===== config.mk =====
export PLATFORM = sky130hd
export DESIGN_NAME = address_lease_pool_flat
export DESIGN_NICKNAME = d
export VERILOG_FILES = /design/src/rtl/alp_pkg.sv /design/src/rtl/alp_req_if.sv /design/src/rtl/alp_rsp_if.sv /design/src/rtl/address_lease_pool.sv /design/src/rtl/alp_ram.sv /design/src/rtl/alp_csr.sv /design/src/rtl/alp_scan.sv /design/src/flat_wrapper.sv
export SDC_FILE = /design/constraint.sdc
export NUM_CORES = 2
export LEC_CHECK = 0
export BUFFER_PORTS_ARGS = -buffer_cell sky130_fd_sc_hd__buf_2
export CORE_ASPECT_RATIO = 0.6
export CORE_MARGIN = 3
export CORE_UTILIZATION = 40
export CTS_CLUSTER_DIAMETER = 200
export CTS_CLUSTER_SIZE = 12
export DETAILED_ROUTE_END_ITERATION = 7
export PLACE_DENSITY = 0.66
export SYNTH_ARGS = -nofsm -noshare
export SYNTH_HDL_FRONTEND = slang
export SYNTH_SLANG_ARGS = --single-unit

===== constraint.sdc =====
create_clock -name clock -period 4.9 [get_ports clock]
set_input_delay 0.49 -clock clock [delete_from_list [all_inputs] [get_ports clock]]
set_output_delay 0.49 -clock clock [all_outputs]
set_load 0.03 [all_outputs]

===== src/rtl/alp_pkg.sv =====
// ----------------------------------------------------------------------------
// alp_pkg
// Shared widths, register codes, reset values and types of the address
// lease pool.
// ----------------------------------------------------------------------------
package alp_pkg;

   // Default number of pool entries
   localparam int ALP_POOL_DEPTH = 64;

   // Field widths
   localparam int ALP_ADDR_W      = 32;
   localparam int ALP_TIME_W      = 32;
   localparam int ALP_MAC_W       = 48;
   localparam int ALP_COUNT_W     = 7;
   localparam int ALP_INDEX_OUT_W = 6;

   // Configuration port
   localparam int ALP_CSR_INDEX_W = 8;
   localparam int ALP_CSR_DATA_W  = 32;

   localparam logic [ALP_CSR_INDEX_W-1:0] CSR_BASE_ADDRESS  = 8'd0;
   localparam logic [ALP_CSR_INDEX_W-1:0] CSR_SUBNET_MASK   = 8'd1;
   localparam logic [ALP_CSR_INDEX_W-1:0] CSR_LEASE_SECONDS = 8'd2;
   localparam logic [ALP_CSR_INDEX_W-1:0] CSR_POOL_COUNT    = 8'd3;

   // Register reset values
   localparam logic [ALP_ADDR_W-1:0]  RST_BASE_ADDRESS  = 32'h0000_0000;
   localparam logic [ALP_ADDR_W-1:0]  RST_SUBNET_MASK   = 32'hFFFF_FF00;
   localparam logic [ALP_TIME_W-1:0]  RST_LEASE_SECONDS = 32'd3600;
   localparam logic [ALP_COUNT_W-1:0] RST_POOL_COUNT    = 7'd64;

   // First host address handed out sits this far above the network base
   localparam logic [ALP_ADDR_W-1:0] HOST_OFFSET = 32'd51;

   // Configuration as seen by the scan engine
   typedef struct packed {
      logic [ALP_ADDR_W-1:0]  base_address;
      logic [ALP_ADDR_W-1:0]  subnet_mask;
      logic [ALP_TIME_W-1:0]  lease_seconds;
      logic [ALP_COUNT_W-1:0] pool_count;
   } alp_cfg_type;

endpackage


===== src/rtl/alp_req_if.sv =====
// ----------------------------------------------------------------------------
// alp_req_if
// Request channel: client hardware address and current time.
// ----------------------------------------------------------------------------
interface alp_req_if import alp_pkg::*; ();

   logic                  valid;
   logic                  ready;
   logic [ALP_MAC_W-1:0]  client_mac;
   logic [ALP_TIME_W-1:0] now_seconds;

   modport source (output valid, client_mac, now_seconds, input ready);
   modport sink   (input valid, client_mac, now_seconds, output ready);

endinterface


===== src/rtl/alp_rsp_if.sv =====
// ----------------------------------------------------------------------------
// alp_rsp_if
// Response channel: grant flag, offered address and entry index.
// ----------------------------------------------------------------------------
interface alp_rsp_if import alp_pkg::*; ();

   logic                       valid;
   logic                       ready;
   logic                       granted;
   logic [ALP_ADDR_W-1:0]      offered_ip;
   logic [ALP_INDEX_OUT_W-1:0] entry_index;

   modport source (output valid, granted, offered_ip, entry_index, input ready);
   modport sink   (input valid, granted, offered_ip, entry_index, output ready);

endinterface


===== src/rtl/address_lease_pool.sv =====
// ----------------------------------------------------------------------------
// address_lease_pool
// Address lease allocator. A request (req_ch) carries a client hardware
// address and the current time; the response (rsp_ch) tells whether an entry
// was granted, the offered address (network + 51 + index) and the index.
//
// Usage:
//  - Channels are valid/ready; a transfer happens when both are high.
//  - One request at a time: req_ch.ready is low from the request transfer
//    until the cycle after the response transfer.
//  - One entry per cycle through one expiry comparator: the scan grants the
//    first reusable entry, or refuses once min(pool_count, POOL_DEPTH)
//    entries have been checked.
//  - The response is held in registers until rsp_ch.ready; a stalled
//    receiver only delays the next request.
//  - After reset a clearing pass over all POOL_DEPTH entries marks every entry
//    free; no request is taken meanwhile. CSR writes (csr_*) land at once and
//    are to be made only while no request is in flight.
// ----------------------------------------------------------------------------
module address_lease_pool import alp_pkg::*; #(
   parameter int POOL_DEPTH = ALP_POOL_DEPTH
) (
   input  logic                       clock,
   input  logic                       reset,
   input  logic                       csr_write_enable,
   input  logic [ALP_CSR_INDEX_W-1:0] csr_index,
   input  logic [ALP_CSR_DATA_W-1:0]  csr_write_data,
   alp_req_if.sink                    req_ch,
   alp_rsp_if.source                  rsp_ch
);

   alp_cfg_type cfg;

   // Configuration registers
   alp_csr u_csr (
      .clock            (clock),
      .reset            (reset),
      .csr_write_enable (csr_write_enable),
      .csr_index        (csr_index),
      .csr_write_data   (csr_write_data),
      .cfg              (cfg)
   );

   // Scan engine with lease tables
   alp_scan #(
      .POOL_DEPTH (POOL_DEPTH)
   ) u_scan (
      .clock  (clock),
      .reset  (reset),
      .cfg    (cfg),
      .req_ch (req_ch),
      .rsp_ch (rsp_ch)
   );

endmodule


===== src/rtl/alp_ram.sv =====
// ----------------------------------------------------------------------------
// alp_ram
// Generic simple dual-port RAM: one write port, one registered read port.
// ----------------------------------------------------------------------------
module alp_ram #(
   parameter int WIDTH = 32,
   parameter int DEPTH = 64,
   localparam int AW   = (DEPTH > 1) ? $clog2(DEPTH) : 1
) (
   input  logic             clock,
   input  logic             wr_en,
   input  logic [AW-1:0]    wr_addr,
   input  logic [WIDTH-1:0] wr_data,
   input  logic             rd_en,
   input  logic [AW-1:0]    rd_addr,
   output logic [WIDTH-1:0] rd_data
);

   logic [WIDTH-1:0] mem [DEPTH];
   logic [WIDTH-1:0] rd_data_ff;

   always_ff @(posedge clock) begin
      if (wr_en) begin
         mem[wr_addr] <= wr_data;
      end
      if (rd_en) begin
         rd_data_ff <= mem[rd_addr];
      end
   end

   assign rd_data = rd_data_ff;

endmodule


===== src/rtl/alp_csr.sv =====
// ----------------------------------------------------------------------------
// alp_csr
// Configuration registers: base address, subnet mask, lease time, pool size.
// ----------------------------------------------------------------------------
module alp_csr import alp_pkg::*; (
   input  logic                       clock,
   input  logic                       reset,
   input  logic                       csr_write_enable,
   input  logic [ALP_CSR_INDEX_W-1:0] csr_index,
   input  logic [ALP_CSR_DATA_W-1:0]  csr_write_data,
   output alp_cfg_type                cfg
);

   alp_cfg_type cfg_ff;
   alp_cfg_type cfg_in;

   // Register decode; unknown indexes are dropped
   always_comb begin
      cfg_in = cfg_ff;
      if (csr_write_enable) begin
         unique case (csr_index)
            CSR_BASE_ADDRESS:  cfg_in.base_address  = csr_write_data[ALP_ADDR_W-1:0];
            CSR_SUBNET_MASK:   cfg_in.subnet_mask   = csr_write_data[ALP_ADDR_W-1:0];
            CSR_LEASE_SECONDS: cfg_in.lease_seconds = csr_write_data[ALP_TIME_W-1:0];
            CSR_POOL_COUNT:    cfg_in.pool_count    = csr_write_data[ALP_COUNT_W-1:0];
            default: ;
         endcase
      end
   end

   always_ff @(posedge clock) begin
      if (reset) begin
         cfg_ff.base_address  <= RST_BASE_ADDRESS;
         cfg_ff.subnet_mask   <= RST_SUBNET_MASK;
         cfg_ff.lease_seconds <= RST_LEASE_SECONDS;
         cfg_ff.pool_count    <= RST_POOL_COUNT;
      end else begin
         cfg_ff <= cfg_in;
      end
   end

   assign cfg = cfg_ff;

endmodule


===== src/rtl/alp_scan.sv =====
// ----------------------------------------------------------------------------
// alp_scan
// Lease scan engine: sequencer that walks the lease RAM one entry per cycle
// through a single expiry comparator and claims the first reusable entry.
// ----------------------------------------------------------------------------
module alp_scan import alp_pkg::*; #(
   parameter int POOL_DEPTH = ALP_POOL_DEPTH
) (
   input  logic        clock,
   input  logic        reset,
   input  alp_cfg_type cfg,
   alp_req_if.sink     req_ch,
   alp_rsp_if.source   rsp_ch
);

   localparam int IDX_W = (POOL_DEPTH > 1) ? $clog2(POOL_DEPTH) : 1;
   localparam int CNT_W = $clog2(POOL_DEPTH + 1);
   localparam int LIM_W = (CNT_W > ALP_COUNT_W) ? CNT_W : ALP_COUNT_W;
   localparam int ENT_W = ALP_TIME_W + 1;   // {used, expiry}

   typedef enum logic [1:0] {
      ST_CLEAR,
      ST_IDLE,
      ST_SCAN,
      ST_RESP
   } state_type;

   state_type state_ff, state_in;

   logic [CNT_W-1:0]           idx_ff, idx_in;       // read / clear pointer
   logic                       pend_ff, pend_in;     // read data in flight
   logic [IDX_W-1:0]           chk_ff, chk_in;       // entry under compare
   logic [CNT_W-1:0]           limit_ff, limit_in;
   logic [ALP_TIME_W-1:0]      now_ff, now_in;
   logic [ALP_TIME_W-1:0]      exp_ff, exp_in;
   logic [ALP_MAC_W-1:0]       mac_ff, mac_in;
   logic [ALP_ADDR_W-1:0]      net_ff, net_in;
   logic                       granted_ff, granted_in;
   logic [ALP_ADDR_W-1:0]      ip_ff, ip_in;
   logic [ALP_INDEX_OUT_W-1:0] index_ff, index_in;

   logic                       ent_wr_en;
   logic [IDX_W-1:0]           ent_wr_addr;
   logic [ENT_W-1:0]           ent_wr_data;
   logic                       ent_rd_en;
   logic [ENT_W-1:0]           ent_rd_data;
   logic                       cli_wr_en;

   logic [LIM_W-1:0]           count_wide;
   logic [LIM_W-1:0]           limit_wide;
   logic [ALP_TIME_W:0]        exp_sum;
   logic                       issue;
   logic                       hit;
   logic [ALP_ADDR_W-1:0]      chk_ext;

   // Pool size clamp and saturating expiry, taken at request transfer
   assign count_wide = LIM_W'(cfg.pool_count);
   assign limit_wide = (count_wide > LIM_W'(POOL_DEPTH)) ? LIM_W'(POOL_DEPTH) : count_wide;
   assign exp_sum    = {1'b0, req_ch.now_seconds} + {1'b0, cfg.lease_seconds};

   // Shared compare: entry free, or its lease has run out
   assign issue   = (idx_ff < limit_ff);
   assign hit     = pend_ff && (!ent_rd_data[ALP_TIME_W] ||
                                (now_ff >= ent_rd_data[ALP_TIME_W-1:0]));
   assign chk_ext = ALP_ADDR_W'(chk_ff);

   // Sequencer next state and RAM control
   always_comb begin
      state_in    = state_ff;
      idx_in      = idx_ff;
      pend_in     = pend_ff;
      chk_in      = chk_ff;
      limit_in    = limit_ff;
      now_in      = now_ff;
      exp_in      = exp_ff;
      mac_in      = mac_ff;
      net_in      = net_ff;
      granted_in  = granted_ff;
      ip_in       = ip_ff;
      index_in    = index_ff;
      ent_wr_en   = 1'b0;
      ent_wr_addr = chk_ff;
      ent_wr_data = {1'b1, exp_ff};
      ent_rd_en   = 1'b0;
      cli_wr_en   = 1'b0;

      unique case (state_ff)
         ST_CLEAR: begin
            ent_wr_en   = 1'b1;
            ent_wr_addr = idx_ff[IDX_W-1:0];
            ent_wr_data = '0;
            if (idx_ff == CNT_W'(POOL_DEPTH - 1)) begin
               idx_in   = '0;
               state_in = ST_IDLE;
            end else begin
               idx_in = idx_ff + 1'b1;
            end
         end
         ST_IDLE: begin
            if (req_ch.valid) begin
               idx_in   = '0;
               pend_in  = 1'b0;
               limit_in = limit_wide[CNT_W-1:0];
               now_in   = req_ch.now_seconds;
               exp_in   = exp_sum[ALP_TIME_W] ? '1 : exp_sum[ALP_TIME_W-1:0];
               mac_in   = req_ch.client_mac;
               net_in   = (cfg.base_address & cfg.subnet_mask) + HOST_OFFSET;
               state_in = ST_SCAN;
            end
         end
         ST_SCAN: begin
            ent_rd_en = issue;
            if (hit) begin
               // Claim the entry under compare
               ent_wr_en  = 1'b1;
               cli_wr_en  = 1'b1;
               granted_in = 1'b1;
               ip_in      = net_ff + chk_ext;
               index_in   = ALP_INDEX_OUT_W'(chk_ext);
               pend_in    = 1'b0;
               state_in   = ST_RESP;
            end else if (issue || pend_ff) begin
               pend_in = issue;
               chk_in  = idx_ff[IDX_W-1:0];
               if (issue) begin
                  idx_in = idx_ff + 1'b1;
               end
            end else begin
               // Pool exhausted
               granted_in = 1'b0;
               ip_in      = '0;
               index_in   = '0;
               state_in   = ST_RESP;
            end
         end
         ST_RESP: begin
            if (rsp_ch.ready) begin
               state_in = ST_IDLE;
            end
         end
         default: state_in = ST_IDLE;
      endcase
   end

   always_ff @(posedge clock) begin
      if (reset) begin
         state_ff <= ST_CLEAR;
         idx_ff   <= '0;
         pend_ff  <= 1'b0;
      end else begin
         state_ff <= state_in;
         idx_ff   <= idx_in;
         pend_ff  <= pend_in;
      end
      chk_ff     <= chk_in;
      limit_ff   <= limit_in;
      now_ff     <= now_in;
      exp_ff     <= exp_in;
      mac_ff     <= mac_in;
      net_ff     <= net_in;
      granted_ff <= granted_in;
      ip_ff      <= ip_in;
      index_ff   <= index_in;
   end

   // Lease table: used flag and expiry time per entry
   alp_ram #(
      .WIDTH (ENT_W),
      .DEPTH (POOL_DEPTH)
   ) u_lease_ram (
      .clock   (clock),
      .wr_en   (ent_wr_en),
      .wr_addr (ent_wr_addr),
      .wr_data (ent_wr_data),
      .rd_en   (ent_rd_en),
      .rd_addr (idx_ff[IDX_W-1:0]),
      .rd_data (ent_rd_data)
   );

   // Client table: hardware address of the lease holder
   alp_ram #(
      .WIDTH (ALP_MAC_W),
      .DEPTH (POOL_DEPTH)
   ) u_client_ram (
      .clock   (clock),
      .wr_en   (cli_wr_en),
      .wr_addr (chk_ff),
      .wr_data (mac_ff),
      .rd_en   (1'b0),
      .rd_addr ('0),
      .rd_data ()
   );

   assign req_ch.ready       = (state_ff == ST_IDLE);
   assign rsp_ch.valid       = (state_ff == ST_RESP);
   assign rsp_ch.granted     = granted_ff;
   assign rsp_ch.offered_ip  = ip_ff;
   assign rsp_ch.entry_index = index_ff;

endmodule


===== src/flat_wrapper.sv =====
// flat-port wrapper written by rule: the top's interface ports become plain ports
module address_lease_pool_flat import alp_pkg::*;
#(
   parameter int POOL_DEPTH = ALP_POOL_DEPTH
)
  (clock, reset, csr_write_enable, csr_index, csr_write_data, req_ch_valid, req_ch_client_mac, req_ch_now_seconds, req_ch_ready, rsp_ch_valid, rsp_ch_granted, rsp_ch_offered_ip, rsp_ch_entry_index, rsp_ch_ready);
  alp_req_if req_ch_i ();
  alp_rsp_if rsp_ch_i ();
  input  logic clock;
  input  logic reset;
  input  logic csr_write_enable;
  input  logic [ALP_CSR_INDEX_W-1:0] csr_index;
  input  logic [ALP_CSR_DATA_W-1:0] csr_write_data;
  input wire logic [$bits(req_ch_i.valid)-1:0] req_ch_valid;
  input wire logic [$bits(req_ch_i.client_mac)-1:0] req_ch_client_mac;
  input wire logic [$bits(req_ch_i.now_seconds)-1:0] req_ch_now_seconds;
  output wire logic [$bits(req_ch_i.ready)-1:0] req_ch_ready;
  output wire logic [$bits(rsp_ch_i.valid)-1:0] rsp_ch_valid;
  output wire logic [$bits(rsp_ch_i.granted)-1:0] rsp_ch_granted;
  output wire logic [$bits(rsp_ch_i.offered_ip)-1:0] rsp_ch_offered_ip;
  output wire logic [$bits(rsp_ch_i.entry_index)-1:0] rsp_ch_entry_index;
  input wire logic [$bits(rsp_ch_i.ready)-1:0] rsp_ch_ready;
  assign req_ch_i.valid = req_ch_valid;
  assign req_ch_i.client_mac = req_ch_client_mac;
  assign req_ch_i.now_seconds = req_ch_now_seconds;
  assign req_ch_ready = req_ch_i.ready;
  assign rsp_ch_valid = rsp_ch_i.valid;
  assign rsp_ch_granted = rsp_ch_i.granted;
  assign rsp_ch_offered_ip = rsp_ch_i.offered_ip;
  assign rsp_ch_entry_index = rsp_ch_i.entry_index;
  assign rsp_ch_i.ready = rsp_ch_ready;
  address_lease_pool #(.POOL_DEPTH(POOL_DEPTH)) u_core (.clock(clock), .reset(reset), .csr_write_enable(csr_write_enable), .csr_index(csr_index), .csr_write_data(csr_write_data), .req_ch(req_ch_i), .rsp_ch(rsp_ch_i));
endmodule

==> report_table.html <==
<table>
<tr><th>Metric</th><th>Value</th></tr>
<tr><th colspan="2">Worst setup path</th></tr>
<tr><td>CP required</td><td>5.44 ns</td></tr>
<tr><td>Endpoint of the worst register-to-register path</td><td>u_core.u_scan.u_lease_ram.mem[52][13]$_DFFE_PP_</td></tr>
<tr><td>Category of the most critical setup path</td><td>reg2reg</td></tr>
<tr><td>Startpoint of the lowest-slack register-to-register path</td><td>u_core.u_scan.now_ff[17]$_DFFE_PP_</td></tr>
<tr><td>CP Launch Type</td><td>flip-flop</td></tr>
<tr><td>Peak fanout along the critical path</td><td>24</td></tr>
<tr><td>Depth of the worst register-to-register path</td><td>13</td></tr>
<tr><td>Kind of end point of the critical path</td><td>flip-flop</td></tr>
<tr><td>R2r setup slk</td><td>0.63 ns</td></tr>
<tr><td>Arr. time, crit path</td><td>4.80 ns</td></tr>
<tr><th colspan="2">Timing</th></tr>
<tr><td>Fin crit period</td><td>4.265 ns</td></tr>
<tr><td>Final-report hold violation count</td><td>0</td></tr>
<tr><td>Final clock period utilization by the worst path</td><td>0.8704</td></tr>
<tr><td>Post-route worst setup slack</td><td>0.6349 ns</td></tr>
<tr><td>Max-slew headroom</td><td>0.09123</td></tr>
<tr><td>Maximum clock frequency</td><td>234.5 MHz</td></tr>
<tr><td>Clock skew after layout</td><td>0.07677 ns</td></tr>
<tr><td>Total Negative Setup Slacks</td><td>0 ns</td></tr>
<tr><td>Final Setup Violations</td><td>0</td></tr>
<tr><td>Unrepaired setup endpoints after global routing</td><td>false</td></tr>
<tr><td>Transition time of the tightest slew-check pin</td><td>1.363 ns</td></tr>
<tr><td>Max-slew violation count</td><td>0</td></tr>
<tr><th colspan="2">Floorplanning</th></tr>
<tr><td>Initial core utilization</td><td>0.4044</td></tr>
<tr><td>Die Ht</td><td>382.5 um</td></tr>
<tr><td>Count of pins on the block boundary</td><td>166</td></tr>
<tr><td>Chip width</td><td>633.5 um</td></tr>
<tr><td>Area of the core</td><td>0.2336 mm2</td></tr>
<tr><td>Num rows</td><td>137</td></tr>
<tr><td>Area of the die</td><td>0.2423 mm2</td></tr>
<tr><th colspan="2">Synth</th></tr>
<tr><td>Proportion of synthesized area in mux cells</td><td>0.1662</td></tr>
<tr><td>Net count after synthesis</td><td>4761</td></tr>
<tr><td>Number of warnings reported in the yosys synthesis log</td><td>0</td></tr>
<tr><td>Most common flop cell mapped by yosys</td><td>sky130_fd_sc_hd__edfxtp_1</td></tr>
<tr><td>Synth Area in Compound Gates</td><td>0.01715</td></tr>
<tr><td>Cell count after synthesis</td><td>4551</td></tr>
<tr><td>Synth cell types</td><td>60</td></tr>
<tr><td>Number of enable-type register cells in the synthesized netlist</td><td>2293</td></tr>
<tr><td>Mapped Area</td><td>0.09449 mm2</td></tr>
<tr><td>Post-synth ARST share</td><td>0</td></tr>
<tr><td>Sequential area share after synthesis</td><td>0.7526</td></tr>
<tr><td>Post-synthesis simple-gate area fraction</td><td>0.03273</td></tr>
<tr><td>Post-Synth Adder-Cell Area</td><td>0.01141</td></tr>
<tr><td>Ranking of synthesized cells by area</td><td>sky130_fd_sc_hd__edfxtp_1, sky130_fd_sc_hd__mux4_2, sky130_fd_sc_hd__dfxtp_1</td></tr>
<tr><td>Post-Synth XOR/XNOR Area</td><td>0.007508</td></tr>
<tr><td>#FFs+latches synth</td><td>2406</td></tr>
<tr><td>Synthesized area per cell</td><td>20.76 um2</td></tr>
<tr><td>Combinational family with the most area after synthesis</td><td>multiplexers</td></tr>
<tr><td>Proportion of netlist area held by the largest area contributor</td><td>0.7287</td></tr>
<tr><td>Library cell occupying the most area in the post-synthesis netlist</td><td>sky130_fd_sc_hd__edfxtp_1</td></tr>
<tr><th colspan="2">CTS</th></tr>
<tr><td>CTS buffer count</td><td>226</td></tr>
<tr><td># clock sinks</td><td>2406</td></tr>
<tr><td>Clock Pin Slew Worst Setup and Hold Paths</td><td>0.06 ns</td></tr>
<tr><td>Post-cts resize count</td><td>0</td></tr>
<tr><td>Total setup buffers inserted after CTS</td><td>0</td></tr>
<tr><td>Worst-case clock buffer depth</td><td>4</td></tr>
<tr><td>Root buffer cell</td><td>sky130_fd_sc_hd__clkbuf_16</td></tr>
<tr><td>Worst-Skew Late Latency</td><td>0.85 ns</td></tr>
<tr><td>TritonCTS clock tree</td><td>done</td></tr>
<tr><td>H-tree levels</td><td>4</td></tr>
<tr><td># hold bufs at CTS</td><td>64</td></tr>
<tr><th colspan="2">Place</th></tr>
<tr><td>Detailed placer's ending HPWL</td><td>142500 um</td></tr>
<tr><td>Worst setup slack after placement</td><td>0.7086 ns</td></tr>
<tr><td>RePlAce Congestion</td><td>0.8852</td></tr>
<tr><td>Number of input and output port buffers inserted</td><td>117</td></tr>
<tr><th colspan="2">Route</th></tr>
<tr><td>Routed wirelength normalized by instance count</td><td>28.41 um</td></tr>
<tr><td>Remaining antenna violation count</td><td>0</td></tr>
<tr><td>DR pass1 iterations</td><td>5</td></tr>
<tr><td>Violation count after the first detailed-routing iteration</td><td>6692</td></tr>
<tr><td>Vias</td><td>47190</td></tr>
<tr><td>Vias per Instance</td><td>5.817</td></tr>
<tr><td>Detailed-route wire length</td><td>230400 um</td></tr>
<tr><td>Count of unresolved DRC violations after routing</td><td>0</td></tr>
<tr><th colspan="2">Layout</th></tr>
<tr><td>Fin util</td><td>0.4595</td></tr>
<tr><td>Net count of the finished layout</td><td>5136</td></tr>
<tr><td>Share of final-layout standard cells stronger than drive strength 1</td><td>0.2703</td></tr>
<tr><td>Area overhead of the layout relative to synthesis</td><td>13.62%</td></tr>
<tr><th colspan="2">Worst hold path</th></tr>
<tr><td>Worst hold path endpoint</td><td>u_core.u_scan.pend_ff$_SDFFE_PP0P_</td></tr>
<tr><td>Hold path start</td><td>req_ch_valid</td></tr>
<tr><td>Worst hold path type</td><td>in2reg</td></tr>
<tr><td>Hold depth</td><td>4</td></tr>
<tr><th colspan="2">Power</th></tr>
<tr><td>Worst vdd rail ir drop</td><td>393.1 uV</td></tr>
<tr><td>Total power consumption of the routed design</td><td>54.93 mW</td></tr>
<tr><td>Pleak</td><td>33.44 nW</td></tr>
<tr><td>Total power density per cell area</td><td>511.7 mW/mm2</td></tr>
<tr><th colspan="2">Status</th></tr>
<tr><td>Result of the run</td><td>complete, no violations</td></tr>
<tr><th colspan="2">Global routing</th></tr>
<tr><td>Via count of the first global-routing pass</td><td>45550</td></tr>
<tr><td>Aggregate global-route resource usage</td><td>0.1884</td></tr>
<tr><td>GRT Residual Overflow</td><td>0</td></tr>
<tr><td>Pin count of the biggest net entering global routing</td><td>101</td></tr>
<tr><td>Number of antenna violations at the first check in global routing</td><td>8</td></tr>
<tr><td>Global-route wire length before repair</td><td>332100 um</td></tr>
<tr><th colspan="2">Run</th></tr>
<tr><td># Max-Cap Violations</td><td>0</td></tr>
</table>
final cells by class:
type                    instances  area, um2
clock inverters                 3      45.04
repair buffers                365       3171
clock buffers                 278       5893
fillers                     19090     126300
inverters                      65      244.0
well taps                    3127       3913
multi-input cells            1862      22940
diodes                          6      15.01
flip-flops and latches       2406      71140
worst max-delay path, cell delays in order, from the launching register on:
cell and delay (ns):
sky130_fd_sc_hd__edfxtp_1 0.37, sky130_fd_sc_hd__ha_1 0.31, sky130_fd_sc_hd__a21oi_1 0.07, sky130_fd_sc_hd__o21ai_1 0.25
sky130_fd_sc_hd__a41oi_1 0.14, sky130_fd_sc_hd__o21ai_0 0.31, sky130_fd_sc_hd__buf_4 0.19, sky130_fd_sc_hd__o211ai_2 0.22
sky130_fd_sc_hd__a21oi_1 0.21, sky130_fd_sc_hd__buf_4 0.18, sky130_fd_sc_hd__o211ai_1 0.10, sky130_fd_sc_hd__buf_4 0.23
sky130_fd_sc_hd__nor2_4 0.95, sky130_fd_sc_hd__buf_4 0.36
stage by stage:
| step | hold WS (ns) | area, um2 | instances |
|---|---|---|---|
| final | 0.1958 | 107400 | 8112 |
| after detailed placement | 0.4484 | 100700 | 7760 |
| after CTS | 0.1161 | 107300 | 8105 |
| after global placement | 0.4423 | 100700 | 7760 |
| after global routing | 0.1811 | 107300 | 8108 |
| after floorplan | 0.4348 | 94490 | 4551 |
registers in the layout, indices dropped and copies added, names as in the netlist:
name and count:
u_core.u_scan.u_lease_ram.rd_data 33, u_core.u_csr.cfg 103, u_core.u_scan.limit_ff 7, u_core.u_scan.chk_ff 6, u_core.u_scan.pend_ff 1, u_core.u_scan.state_ff 2, u_core.u_scan.rsp_ch.granted 1, u_core.u_scan.exp_ff 32
u_core.u_scan.idx_ff 7, u_core.u_scan.now_ff 32, u_core.u_scan.u_lease_ram.mem 2112, u_core.u_scan.net_ff 32, u_core.u_scan.rsp_ch.offered_ip 32, u_core.u_scan.rsp_ch.entry_index 6
Yosys cell counts, drive strengths merged (3+ instances only):
master and number:
ha 83, nor2b 54, or3 8, mux2i 27, a21o 21, a21oi 121
xor2 41, o2111ai 3, o21bai 5, clkbuf 134, a211oi 7, a21boi 3
buf 84, mux4 676, dfxtp 113, o41ai 3, o31ai 9, nand3 56
nand2b 8, inv 64, nand2 339, nand4 19, a31oi 7, o21ai 54
xnor2 40, o211ai 13, edfxtp 2293, or2 6, and3 10, nor2 143
nor3 40, mux2 19, nor4 7, and2 7, o21a 6
metal layers:
| layer | global-route usage | part of all wire |
|---|---|---|
| met1 | 0.3014 | 0.45 |
| met2 | 0.2524 | 0.42 |
| met3 | 0.05863 | 0.12 |
| met4 | 0.03373 | 0.017 |
| met5 | 0 | 0.00012 |
worst max path at each step:
| stage | startpoint | endpoint | slack (ns) | cells after the start |
|---|---|---|---|---|
| floorplan | u_core.u_scan.now_ff[17]$_DFFE_PP_ | u_core.u_scan.u_lease_ram.mem[37][0]$_DFFE_PP_ | 0.09 | 10 |
| global placement | u_core.u_scan.now_ff[17]$_DFFE_PP_ | u_core.u_scan.u_lease_ram.mem[52][16]$_DFFE_PP_ | 0.72 | 13 |
| detailed placement | u_core.u_scan.now_ff[17]$_DFFE_PP_ | u_core.u_scan.u_lease_ram.mem[52][19]$_DFFE_PP_ | 0.71 | 13 |
| CTS | u_core.u_scan.now_ff[17]$_DFFE_PP_ | u_core.u_scan.u_lease_ram.mem[54][3]$_DFFE_PP_ | 0.63 | 13 |
| global route | u_core.u_scan.now_ff[19]$_DFFE_PP_ | u_core.u_scan.u_lease_ram.mem[52][23]$_DFFE_PP_ | 0.43 | 13 |
| finish | u_core.u_scan.now_ff[17]$_DFFE_PP_ | u_core.u_scan.u_lease_ram.mem[52][13]$_DFFE_PP_ | 0.63 | 13 |
power breakdown:
group / internal, mW / switching, mW
logic: 5.92 / 8.16
clock network: 8.29 / 7.09
registers: 25.1 / 0.413
logic make-up after synthesis:
kind of cell,count (synthesis)
DFF,2406
muxes,722
buffers and inverters,283
and+or+nand+nor,704
AOI/OAI and AO/OA,270
adders and majority gates,85
xor gates and xnor gates,81
placed cells by master (no fill, tap or decap), types with 64 or more instances in the layout:
cell and count:
sky130_fd_sc_hd__a21oi_1 119, sky130_fd_sc_hd__buf_4 139, sky130_fd_sc_hd__ha_1 82, sky130_fd_sc_hd__nor2_1 94, sky130_fd_sc_hd__dlygate4sd3_1 64, sky130_fd_sc_hd__dfxtp_1 107
sky130_fd_sc_hd__buf_2 117, sky130_fd_sc_hd__nand2_1 339, sky130_fd_sc_hd__clkbuf_16 228, sky130_fd_sc_hd__edfxtp_1 2293, sky130_fd_sc_hd__mux4_2 676
No activity file was read; power rests on OpenSTA's default activity.
